--- config.mk ---
export PLATFORM = sky130hd
export DESIGN_NAME = segmented_prime_sieve
export DESIGN_NICKNAME = d
export VERILOG_FILES = /design/src/sps_pkg.sv /design/src/sps_ram.sv /design/src/segmented_prime_sieve.sv
export SDC_FILE = /design/constraint.sdc
export NUM_CORES = 2
export LEC_CHECK = 0
export BUFFER_PORTS_ARGS = -buffer_cell sky130_fd_sc_hd__buf_2
export CAP_MARGIN = 30
export CORE_ASPECT_RATIO = 2
export CORE_MARGIN = 10
export CORE_UTILIZATION = 55
export CTS_BUF_LIST = sky130_fd_sc_hd__clkbuf_4
export DETAILED_ROUTE_END_ITERATION = 16
export PLACE_DENSITY = 0.79
export SLEW_MARGIN = 20
export SYNTH_ARGS = -nofsm -noshare
export SYNTH_HDL_FRONTEND = slang
export SYNTH_HIERARCHICAL = 1
export SYNTH_SLANG_ARGS = --single-unit
--- constraint.sdc ---
create_clock -name clock -period 20.9 [get_ports clock]
set_clock_uncertainty 0.15 [all_clocks]
set_input_delay 4.18 -clock clock [delete_from_list [all_inputs] [get_ports clock]]
set_output_delay 4.18 -clock clock [all_outputs]
set_load 0.01 [all_outputs]
--- src/sps_pkg.sv ---
package sps_pkg;

   localparam int CAND_BITS      = 16;
   localparam int LIMIT_BITS     = 16;
   localparam int ROOT_BITS      = 8;
   localparam int SQ_BITS        = 2 * ROOT_BITS;
   localparam int MAP_DEPTH      = 256;
   localparam int BIT_IDX_BITS   = $clog2(ROOT_BITS);
   localparam int DIGIT_BITS     = 4;
   localparam int DIV_STAGES     = CAND_BITS / DIGIT_BITS;
   localparam int DRAIN_BITS     = $clog2(DIV_STAGES + 1);
   localparam int FIRST_PRIME    = 2;
   localparam int VALUE_BITS_DEF = 16;
   localparam int SEED_DEPTH_DEF = 64;

   localparam logic [LIMIT_BITS-1:0] LIMIT_RESET = '1;

   localparam logic FUNC_BUILD = 1'b0;
   localparam logic FUNC_TEST  = 1'b1;

   typedef enum logic [3:0] {
      ST_IDLE,
      ST_SQRT,
      ST_CLEAR,
      ST_SIEVE_RD,
      ST_SIEVE_CHK,
      ST_SIEVE_MARK,
      ST_COL_RD,
      ST_COL_CHK,
      ST_EMIT_RD,
      ST_EMIT_WR,
      ST_TEST_RUN,
      ST_TEST_DRAIN,
      ST_TEST_DONE
   } state_type;

endpackage

--- src/sps_ram.sv ---
module sps_ram #(
   parameter int WIDTH = 8,
   parameter int DEPTH = 64
) (
   input  logic                     clock,
   input  logic                     wr_en,
   input  logic [$clog2(DEPTH)-1:0] wr_addr,
   input  logic [WIDTH-1:0]         wr_data,
   input  logic                     rd_en,
   input  logic [$clog2(DEPTH)-1:0] rd_addr,
   output logic [WIDTH-1:0]         rd_data
);

   logic [WIDTH-1:0] mem_ff [DEPTH];
   logic [WIDTH-1:0] rd_data_ff;

   always_ff @(posedge clock) begin
      if (wr_en) begin
         mem_ff[wr_addr] <= wr_data;
      end
      if (rd_en) begin
         rd_data_ff <= mem_ff[rd_addr];
      end
   end

   assign rd_data = rd_data_ff;

endmodule

--- src/segmented_prime_sieve.sv ---
// Channel | Direction | Transfer when            | Payload
// req     | in        | req_tvalid & req_tready  | tuser: func; tdata: candidate, segment_top
// rsp     | out       | rsp_tvalid & rsp_tready  | tdata: value; tuser: survived; tlast: last_of_run
// csr     | in        | csr_valid & csr_ready    | csr_data: limit
//
// Test: one seed-table read per cycle feeds a pipelined remainder unit (DIGIT_BITS quotient
// bits per stage), then the remainder pipeline drains before the result is loaded.
// Build: 8 root steps, clear of map entries 0..r, read+check per sieve probe plus a write
// per mark, read+check per collected value, read+write per emitted seed; one map port pair.
// Reset clears control only; the bit map is cleared at the start of each build.
// A finished result waits in the output register while the next request is taken;
// seed emission stalls while the output register is full and rsp_tready is low.
module segmented_prime_sieve #(
   parameter int VALUE_BITS = sps_pkg::VALUE_BITS_DEF,
   parameter int SEED_DEPTH = sps_pkg::SEED_DEPTH_DEF
) (
   input  logic                                clock,
   input  logic                                reset,
   input  logic                                req_tvalid,
   output logic                                req_tready,
   input  logic [31:0]                         req_tdata,   // candidate, segment_top
   input  logic                                req_tuser,   // func
   output logic                                rsp_tvalid,
   input  logic                                rsp_tready,
   output logic [((VALUE_BITS+7)/8)*8-1:0]     rsp_tdata,   // value, zero fill
   output logic                                rsp_tuser,   // survived
   output logic                                rsp_tlast,
   input  logic                                csr_valid,
   output logic                                csr_ready,
   input  logic [sps_pkg::LIMIT_BITS-1:0]      csr_data     // limit
);

   import sps_pkg::*;

   localparam int RSP_W = ((VALUE_BITS + 7) / 8) * 8;
   localparam int SA    = $clog2(SEED_DEPTH);
   localparam int CW    = $clog2(SEED_DEPTH + 1);
   localparam int WIDE  = VALUE_BITS + CAND_BITS;
   localparam int MA    = $clog2(MAP_DEPTH);

   state_type state_ff, state_in;

   logic [LIMIT_BITS-1:0]   limit_ff;
   logic [ROOT_BITS-1:0]    root_ff, root_in;
   logic [BIT_IDX_BITS-1:0] bit_ff, bit_in;
   logic [ROOT_BITS:0]      walk_ff, walk_in;
   logic [ROOT_BITS-1:0]    k_ff, k_in;
   logic [CW-1:0]           count_ff, count_in;
   logic [CW-1:0]           idx_ff, idx_in;
   logic [CAND_BITS-1:0]    cand_ff, cand_in;
   logic [CAND_BITS-1:0]    top_ff, top_in;
   logic                    alive_ff, alive_in;
   logic [DRAIN_BITS-1:0]   drain_ff, drain_in;
   logic                    fetch_vld_ff, fetch_vld_in;

   logic                    rsp_valid_ff, rsp_valid_in;
   logic [VALUE_BITS-1:0]   rsp_value_ff, rsp_value_in;
   logic                    rsp_surv_ff, rsp_surv_in;
   logic                    rsp_last_ff, rsp_last_in;

   logic [DIV_STAGES-1:0]   stg_vld_ff, stg_vld_in;
   logic [ROOT_BITS-1:0]    stg_rem_ff [DIV_STAGES];
   logic [ROOT_BITS-1:0]    stg_rem_in [DIV_STAGES];
   logic [ROOT_BITS-1:0]    stg_div_ff [DIV_STAGES];
   logic [ROOT_BITS-1:0]    stg_div_in [DIV_STAGES];

   logic                    map_we, map_wdata, map_re, map_rdata;
   logic [MA-1:0]           map_waddr, map_raddr;
   logic                    seed_we, seed_re;
   logic [SA-1:0]           seed_waddr, seed_raddr;
   logic [ROOT_BITS-1:0]    seed_wdata, seed_rdata;

   logic                    req_xfer, slot_free, load;
   logic [ROOT_BITS-1:0]    trial;
   logic [SQ_BITS-1:0]      trial_sq, k_sq, seed_sq;
   logic [ROOT_BITS:0]      mark_next;
   logic                    applies;
   logic [WIDE-1:0]         seed_wide, cand_wide;

   sps_ram #(.WIDTH(1), .DEPTH(MAP_DEPTH)) u_map (
      .clock   (clock),
      .wr_en   (map_we),
      .wr_addr (map_waddr),
      .wr_data (map_wdata),
      .rd_en   (map_re),
      .rd_addr (map_raddr),
      .rd_data (map_rdata)
   );

   sps_ram #(.WIDTH(ROOT_BITS), .DEPTH(SEED_DEPTH)) u_seed (
      .clock   (clock),
      .wr_en   (seed_we),
      .wr_addr (seed_waddr),
      .wr_data (seed_wdata),
      .rd_en   (seed_re),
      .rd_addr (seed_raddr),
      .rd_data (seed_rdata)
   );

   assign req_tready = (state_ff == ST_IDLE);
   assign req_xfer   = req_tvalid && req_tready;
   assign csr_ready  = 1'b1;
   assign slot_free  = !rsp_valid_ff || rsp_tready;

   assign trial     = root_ff | (ROOT_BITS'(1) << bit_ff);
   assign trial_sq  = SQ_BITS'(trial) * SQ_BITS'(trial);
   assign k_sq      = SQ_BITS'(k_ff) * SQ_BITS'(k_ff);
   assign seed_sq   = SQ_BITS'(seed_rdata) * SQ_BITS'(seed_rdata);
   assign mark_next = walk_ff + (ROOT_BITS + 1)'(k_ff);
   assign applies   = fetch_vld_ff && (seed_rdata >= ROOT_BITS'(FIRST_PRIME))
                      && (seed_sq <= top_ff);
   assign seed_wide = WIDE'(seed_rdata);
   assign cand_wide = WIDE'(cand_ff);

   // remainder pipeline: each stage retires DIGIT_BITS dividend bits
   always_comb begin
      logic [ROOT_BITS-1:0] rem;
      logic [ROOT_BITS-1:0] div;
      logic [ROOT_BITS:0]   t;
      for (int s = 0; s < DIV_STAGES; s++) begin
         if (s == 0) begin
            rem           = '0;
            div           = seed_rdata;
            stg_vld_in[s] = applies;
         end else begin
            rem           = stg_rem_ff[s-1];
            div           = stg_div_ff[s-1];
            stg_vld_in[s] = stg_vld_ff[s-1];
         end
         for (int j = 0; j < DIGIT_BITS; j++) begin
            t = {rem, cand_ff[CAND_BITS-1-s*DIGIT_BITS-j]};
            if (t >= {1'b0, div}) begin
               t = t - {1'b0, div};
            end
            rem = t[ROOT_BITS-1:0];
         end
         stg_rem_in[s] = rem;
         stg_div_in[s] = div;
      end
   end

   always_comb begin
      state_in     = state_ff;
      root_in      = root_ff;
      bit_in       = bit_ff;
      walk_in      = walk_ff;
      k_in         = k_ff;
      count_in     = count_ff;
      idx_in       = idx_ff;
      cand_in      = cand_ff;
      top_in       = top_ff;
      alive_in     = alive_ff;
      drain_in     = drain_ff;
      fetch_vld_in = 1'b0;
      load         = 1'b0;
      rsp_value_in = rsp_value_ff;
      rsp_surv_in  = rsp_surv_ff;
      rsp_last_in  = rsp_last_ff;
      map_we       = 1'b0;
      map_waddr    = walk_ff[MA-1:0];
      map_wdata    = 1'b0;
      map_re       = 1'b0;
      map_raddr    = walk_ff[MA-1:0];
      seed_we      = 1'b0;
      seed_waddr   = count_ff[SA-1:0];
      seed_wdata   = walk_ff[ROOT_BITS-1:0];
      seed_re      = 1'b0;
      seed_raddr   = idx_ff[SA-1:0];

      if (stg_vld_ff[DIV_STAGES-1] && (stg_rem_ff[DIV_STAGES-1] == '0)) begin
         alive_in = 1'b0;
      end

      case (state_ff)
         ST_IDLE: begin
            if (req_xfer) begin
               if (req_tuser == FUNC_BUILD) begin
                  root_in  = '0;
                  bit_in   = BIT_IDX_BITS'(ROOT_BITS - 1);
                  count_in = '0;
                  state_in = ST_SQRT;
               end else begin
                  cand_in  = req_tdata[CAND_BITS-1:0];
                  top_in   = req_tdata[2*CAND_BITS-1:CAND_BITS];
                  alive_in = 1'b1;
                  idx_in   = '0;
                  state_in = ST_TEST_RUN;
               end
            end
         end
         ST_SQRT: begin
            if (trial_sq <= limit_ff) begin
               root_in = trial;
            end
            if (bit_ff == '0) begin
               walk_in  = '0;
               state_in = ST_CLEAR;
            end else begin
               bit_in = bit_ff - 1'b1;
            end
         end
         ST_CLEAR: begin
            map_we = 1'b1;
            if (walk_ff[ROOT_BITS-1:0] == root_ff) begin
               k_in     = ROOT_BITS'(FIRST_PRIME);
               state_in = ST_SIEVE_RD;
            end else begin
               walk_in = walk_ff + 1'b1;
            end
         end
         ST_SIEVE_RD: begin
            if (k_sq > SQ_BITS'(root_ff)) begin
               walk_in  = (ROOT_BITS + 1)'(1);
               state_in = ST_COL_RD;
            end else begin
               map_re    = 1'b1;
               map_raddr = k_ff[MA-1:0];
               state_in  = ST_SIEVE_CHK;
            end
         end
         ST_SIEVE_CHK: begin
            if (map_rdata) begin
               k_in     = k_ff + 1'b1;
               state_in = ST_SIEVE_RD;
            end else begin
               walk_in  = k_sq[ROOT_BITS:0];
               state_in = ST_SIEVE_MARK;
            end
         end
         ST_SIEVE_MARK: begin
            map_we    = 1'b1;
            map_wdata = 1'b1;
            if (mark_next > (ROOT_BITS + 1)'(root_ff)) begin
               k_in     = k_ff + 1'b1;
               state_in = ST_SIEVE_RD;
            end else begin
               walk_in = mark_next;
            end
         end
         ST_COL_RD: begin
            if (walk_ff > (ROOT_BITS + 1)'(root_ff)) begin
               idx_in   = '0;
               state_in = ST_EMIT_RD;
            end else begin
               map_re   = 1'b1;
               state_in = ST_COL_CHK;
            end
         end
         ST_COL_CHK: begin
            if (!map_rdata && (count_ff < CW'(SEED_DEPTH))) begin
               seed_we  = 1'b1;
               count_in = count_ff + 1'b1;
            end
            walk_in  = walk_ff + 1'b1;
            state_in = ST_COL_RD;
         end
         ST_EMIT_RD: begin
            if (idx_ff == count_ff) begin
               state_in = ST_IDLE;
            end else begin
               seed_re  = 1'b1;
               state_in = ST_EMIT_WR;
            end
         end
         ST_EMIT_WR: begin
            if (slot_free) begin
               load         = 1'b1;
               rsp_value_in = seed_wide[VALUE_BITS-1:0];
               rsp_surv_in  = 1'b1;
               rsp_last_in  = (CW'(idx_ff + 1'b1) == count_ff);
               idx_in       = idx_ff + 1'b1;
               state_in     = ST_EMIT_RD;
            end
         end
         ST_TEST_RUN: begin
            if (idx_ff != count_ff) begin
               seed_re      = 1'b1;
               fetch_vld_in = 1'b1;
               idx_in       = idx_ff + 1'b1;
            end
            if ((idx_ff == count_ff) || (CW'(idx_ff + 1'b1) == count_ff)) begin
               drain_in = '0;
               state_in = ST_TEST_DRAIN;
            end
         end
         ST_TEST_DRAIN: begin
            if (drain_ff == DRAIN_BITS'(DIV_STAGES)) begin
               state_in = ST_TEST_DONE;
            end else begin
               drain_in = drain_ff + 1'b1;
            end
         end
         ST_TEST_DONE: begin
            if (slot_free) begin
               load         = 1'b1;
               rsp_value_in = cand_wide[VALUE_BITS-1:0];
               rsp_surv_in  = alive_ff;
               rsp_last_in  = 1'b1;
               state_in     = ST_IDLE;
            end
         end
         default: begin
            state_in = ST_IDLE;
         end
      endcase

      if (load) begin
         rsp_valid_in = 1'b1;
      end else if (rsp_tready) begin
         rsp_valid_in = 1'b0;
      end else begin
         rsp_valid_in = rsp_valid_ff;
      end
   end

   always_ff @(posedge clock) begin
      if (reset) begin
         state_ff     <= ST_IDLE;
         limit_ff     <= LIMIT_RESET;
         count_ff     <= '0;
         rsp_valid_ff <= 1'b0;
         fetch_vld_ff <= 1'b0;
         stg_vld_ff   <= '0;
      end else begin
         state_ff     <= state_in;
         count_ff     <= count_in;
         rsp_valid_ff <= rsp_valid_in;
         fetch_vld_ff <= fetch_vld_in;
         stg_vld_ff   <= stg_vld_in;
         if (csr_valid && csr_ready) begin
            limit_ff <= csr_data;
         end
      end
   end

   always_ff @(posedge clock) begin
      root_ff      <= root_in;
      bit_ff       <= bit_in;
      walk_ff      <= walk_in;
      k_ff         <= k_in;
      idx_ff       <= idx_in;
      cand_ff      <= cand_in;
      top_ff       <= top_in;
      alive_ff     <= alive_in;
      drain_ff     <= drain_in;
      rsp_value_ff <= rsp_value_in;
      rsp_surv_ff  <= rsp_surv_in;
      rsp_last_ff  <= rsp_last_in;
      for (int s = 0; s < DIV_STAGES; s++) begin
         stg_rem_ff[s] <= stg_rem_in[s];
         stg_div_ff[s] <= stg_div_in[s];
      end
   end

   assign rsp_tvalid = rsp_valid_ff;
   assign rsp_tdata  = RSP_W'(rsp_value_ff);
   assign rsp_tuser  = rsp_surv_ff;
   assign rsp_tlast  = rsp_last_ff;

endmodule
# Word level (Yosys, flattened, before mapping)
# Memories as Yosys holds them, arrays and structs flattened. A register that Yosys moved wholly into a read port is not among the register bits.
# Cells that the tools add are included.
totals:
  register_bits: 122
  mem_bits_rw: 832
  input_bits: 54
  out_inout_bits: 21
  wordCells: 238
  n_memories: 4
mem_list:
  columns: ["name", "words", "width", "read_ports", "rd_ports_with_merged_regs", "wr", "line", "rtl"]
  rows:
  - ["u_seed.mem_ff", 64, 8, 1, 1, 1, "sps_ram.sv:14", "logic [WIDTH-1:0] mem_ff [DEPTH];"]
  - ["u_map.mem_ff", 256, 1, 1, 1, 1, "sps_ram.sv:14", null]
  - ["stg_div_ff", 4, 8, 3, 0, 4, "segmented_prime_sieve.sv:64", "logic [ROOT_BITS-1:0] stg_div_ff [DIV_STAGES];"]
  - ["stg_rem_ff", 4, 8, 4, 0, 4, "segmented_prime_sieve.sv:62", "logic [ROOT_BITS-1:0] stg_rem_ff [DIV_STAGES];"]
classes:
  add_sub_neg: 23
  multipliers: 3
  magnitude_cmp: 23
  n_eq_ne: 38
  shifts: 1
  mux: 93
  bitwise_logic: 2
  reduce_logical: 33
op_table:
  columns: ["cell", "count"]
  rows:
  - ["$mux 8", 24]
  - ["$ge 9x8->1", 15]
  - ["$sub 8x8->8", 15]
  - ["$mux 7", 8]
  - ["$pmux 9 s6", 1]
  - ["$pmux 4 s13", 1]
  - ["$mul 8x8->16", 3]
  - ["$mux 9", 5]
  - ["$mux 4", 11]
  - ["$ne 2x2->1 const B", 18]
  - ["$le 16x16->1", 2]
  - ["$mux 16", 2]
  - ["$pmux 16 s2", 1]
  - ["$pmux 7 s4", 1]
  - ["$pmux 8 s3", 1]
  - ["$mux 1", 23]
  - ["$eq 4x4->1 const B", 5]
  - ["$gt 9x8->1", 2]
  - ["$mux 3", 6]
  - ["$eq 4x3->1 const B", 4]
  - ["$gt 16x8->1", 1]
  - ["$pmux 8 s2", 1]
  - ["$reduce_and 4->1", 4]
  - ["$add 7x1->7 const B", 2]
  - ["37 further kinds", 60]

# Depth between registers and ports, before layout
# An unclocked memory read counts as a cell.
logic_depth:
  word_depth: 9
  mapped_depth: 40
  depth_no_buf: 37

# By module
# The synthesis kept the hierarchy.
by_module_without_submodules:
  columns: ["module", "n_inst", "cells_per_inst", "area_each_um2", "seq_area_each_um2"]
  rows:
  - ["sps_ram at u_seed", 1, 940, 20246.9, 15615.0]
  - ["segmented_prime_sieve", 1, 2198, 19421.1, 4444.3]
  - ["sps_ram at u_map", 1, 788, 11138.2, 7717.4]

# Worst setup path before layout
# No wires, ideal clock.
synth_timing:
  path_kind: "reg-to-reg"
  from: "register state_ff[2]"
  to: "memory u_map.mem_ff[0], data pin"
  setup_time_ps: 1405
  arrival_ps: 6958
  required_ps: 19345
  slack_ps: 12387
  stages_incl_launch_ff: 5
  n_path_buf: 1
  period_less_slack_ps: 8513
  path_cell_list: "dfxtp_1 clkbuf_1 nor2b_1 nand2_1 nor2_1"
synth_via:
  elab_chain_cells: 2
synth_lines:
  columns: ["element", "line", "rtl"]
  rows:
  - ["start, declared", "segmented_prime_sieve.sv:41", "state_type state_ff, state_in;"]
  - ["start signal, assigned", "segmented_prime_sieve.sv:325", "state_ff <= state_in;"]
  - ["$eq 4x3->1", "segmented_prime_sieve.sv:174", "case (state_ff)"]
  - ["$mux 1", "segmented_prime_sieve.sv:174", null]
  - ["via map_wdata", "segmented_prime_sieve.sv:67", "logic map_we, map_wdata, map_re, map_rdata;"]
  - ["end, declared", "sps_ram.sv:14", null]
# The timed path passes the listed nets, and every way through them passes these cells.

==> impl_metrics.tcl <==
set metrics [dict create \
    clk_latency_ns 1.16 \
    place_area_um2 52200 \
    critical_path_class "reg -> reg" \
    clk_pin_slew_ns 0.07 \
    slew_headroom_pct 30.6 \
    crit_arrival_ns 10.53 \
    routed_wl_mm 126 \
    synthTopCellsByArea "edfxtp_1 (51%), mux4_2 (7.4%), ha_1 (6.8%), nor2_1 (4.0%), fa_1 (3.6%)" \
    outcome "complete, no violations" \
    final_util_pct 60.0 \
    synth_top_cell_by_area "edfxtp_1" \
    mappedNetlistArea_um2 50800 \
    dp.final_hpwl_mm 88.0 \
    path_buf_inv 3 \
    synthFlopType "edfxtp_1" \
    core-area_um2 91500 \
    grt_max_degree 123 \
    clock.fmax_ghz 0.103 \
    grt_pass1_wl_mm 193 \
    slew_viol_final 0 \
    postCtsSetupBuffers 0 \
    die_h_um 450 \
    crit_family "compound AO/OA/AOI/OAI gates" \
    hold_depth 0 \
    fin_area_um2 54900 \
    crit_cells 35 \
    wl_per_cell_um 23.2 \
    cts_max_level 4 \
    yosysUniqueCellTypes 97 \
    rows 157 \
    min_period_ns 9.69 \
    cts_tree "yes" \
    portBuffers 73 \
    cts_buffer_depth 3 \
    gp_congestion 0.916 \
    ctsResizeCount 0 \
    ant_nets 0 \
    dr.pass1.iters 6 \
    slowest_delay_ns 0.58 \
    tightest_slew_ns 1.04 \
    synth_edf_count 865 \
    cp_slowest_cell "o21ai_1" \
    yosysTopAreaCellShare_pct 51.1 \
    async_reset_ff_share_pct 0 \
    drive_above_1_share_pct 16.4 \
    finalCritPeriodShare_pct 46.4 \
    die_area_um2 106000 \
    synth_seq_area_share_pct 54.7 \
    die_x_um 235 \
    maxCapViolations 0 \
    yosysMostFrequentCell "edfxtp_1" \
    ys_ff_latch 955 \
    synth_cells 3926 \
    worstRegToRegCells 35 \
    initial_core_util_pct 55.5 \
    area.growth.synth_to_final_pct 8.03 \
    cp.required_ns 21.75 \
    yosysWarnings 6 \
    grt-ovfl-total 0 \
    setup_viol 0 \
    fin_nets 4506 \
    syn-mean-instance-area_um2 12.9 \
    drcViolationCount 0 \
    cts_buffers 201 \
    cp-end-kind "flip-flop" \
    cts_hold_buf 0 \
    clock_sinks 955 \
    viasPerCell 6.16 \
    rsz0062_at_grt "false" \
    cp-start-kind "flip-flop" \
    yosys-top-cells-count "edfxtp_1 (865), nor2_1 (546), ha_1 (278)" \
    track_usage_pct 23.6 \
    fin_hold_ws_ns 0.199 \
    grt_pass1_vias 34600 \
    worstPathMaxFanout 19 \
    pin_count 75 \
    antenna_found_initial 4 \
    drt_iter0_markers 2944 \
    hp-class "reg -> reg" \
    fin_setup_tns_ns 0 \
    vias 33500 \
    hold_viol 0 \
    cpMostUsedCell "a21oi_1" \
    cts_root_buf "clkbuf_4" \
]
## flip-flops by register name (all words and copies together) (netlist names), 3 cells and up
name,cells
u_seed/mem_ff,512
u_map/mem_ff,256
stg_rem_ff,32
stg_div_ff,24
cand_ff,16
limit_ff,16
rsp_tdata,16
top_ff,16
walk_ff,9
k_ff,8
root_ff,8
u_seed/rd_data,8
count_ff,7
idx_ff,7
state_ff,4
stg_vld_ff,4
bit_ff,3
drain_ff,3
## path summary, 6_finish.rpt
| check | start | to | slack [ns] |
|---|---|---|---|
| hold reg to reg | stg_div_ff[1][7] | stg_div_ff[2][7] | 0.20 |
| hold / removal | stg_div_ff[1][7] | stg_div_ff[2][7] | 0.20 |
| setup / recovery | stg_div_ff[0][1] | stg_rem_ff[1][7] | 11.21 |
| setup reg to reg | stg_div_ff[0][1] | stg_rem_ff[1][7] | 11.21 |
## layout by cell type, fill, tap and decap left out, types with 27 or more instances in the layout
cell type,Yosys,layout
xor2_1,54,54
nor2_1,546,544
a21o_1,43,43
clkinv_1,2,57
nand2_1,199,199
nor2b_1,66,66
dfxtp_1,90,90
a21oi_1,115,115
clkbuf_4,0,277
nand3_1,62,62
nand4_1,34,34
mux4_2,168,168
fa_1,91,91
o21a_1,33,33
buf_2,25,74
mux2i_1,102,101
inv_1,250,250
nor3_1,48,48
ha_1,278,278
o211ai_1,27,27
nand2b_1,40,40
edfxtp_1,865,865
and2_1,31,31
mux2_2,56,55
xnor2_1,92,92
o21ai_0,111,111
buf_4,19,34
o22ai_1,45,45
## cells by family after synthesis
kind of cell	Yosys count	synth area share [%]
other cells	2	0.0148
simple gates	1124	10.1
mux	337	11.0
compound gates	580	7.80
fa+ha+maj	369	10.4
buf+inv	413	3.51
xor+xnor	146	2.52
flops	955	54.7
## worst reg2reg max path: cells and delay by family (launching register included)
kind / cells / cell delay (ns)
AOI/OAI and AO/OA: 19 / 5.50
and+or+nand+nor: 9 / 1.72
adders and majority gates: 4 / 1.27
DFF: 1 / 0.44
buffers and inverters: 3 / 0.43
## metal layers
metal | share of wire (%) | vias to the layer above | global-route usage (%)
met5 | 0.018 | - | 0
met4 | 7.3 | 4 | 17.1
met3 | 6.1 | 486 | 3.96
met2 | 54 | 1517 | 43.6
met1 | 33 | 16500 | 23.3
li1 | - | 15100 | -
## stage by stage
step                cells  setup slack (ns)
finish               5444             11.21
detailed placement   5066             11.43
global route         5442             10.47
floorplan            3927             12.39
global placement     5064             11.54
CTS                  5430             11.30
## final cells by class
cell class / count / area (um^2)
Timing Repair Buffer: 114 / 747
Antenna cell: 8 / 20.0
Clock buffer: 277 / 2080
Tap cell: 1192 / 1490
Inverter: 252 / 946
Sequential cell: 955 / 27800
Fill cell: 7044 / 36700
Clock inverter: 87 / 543
Multi-Input combinational cell: 2559 / 21300
Power is not shown: default switching activity piles up to over one toggle a cycle in this logic, so the estimate is an artifact.
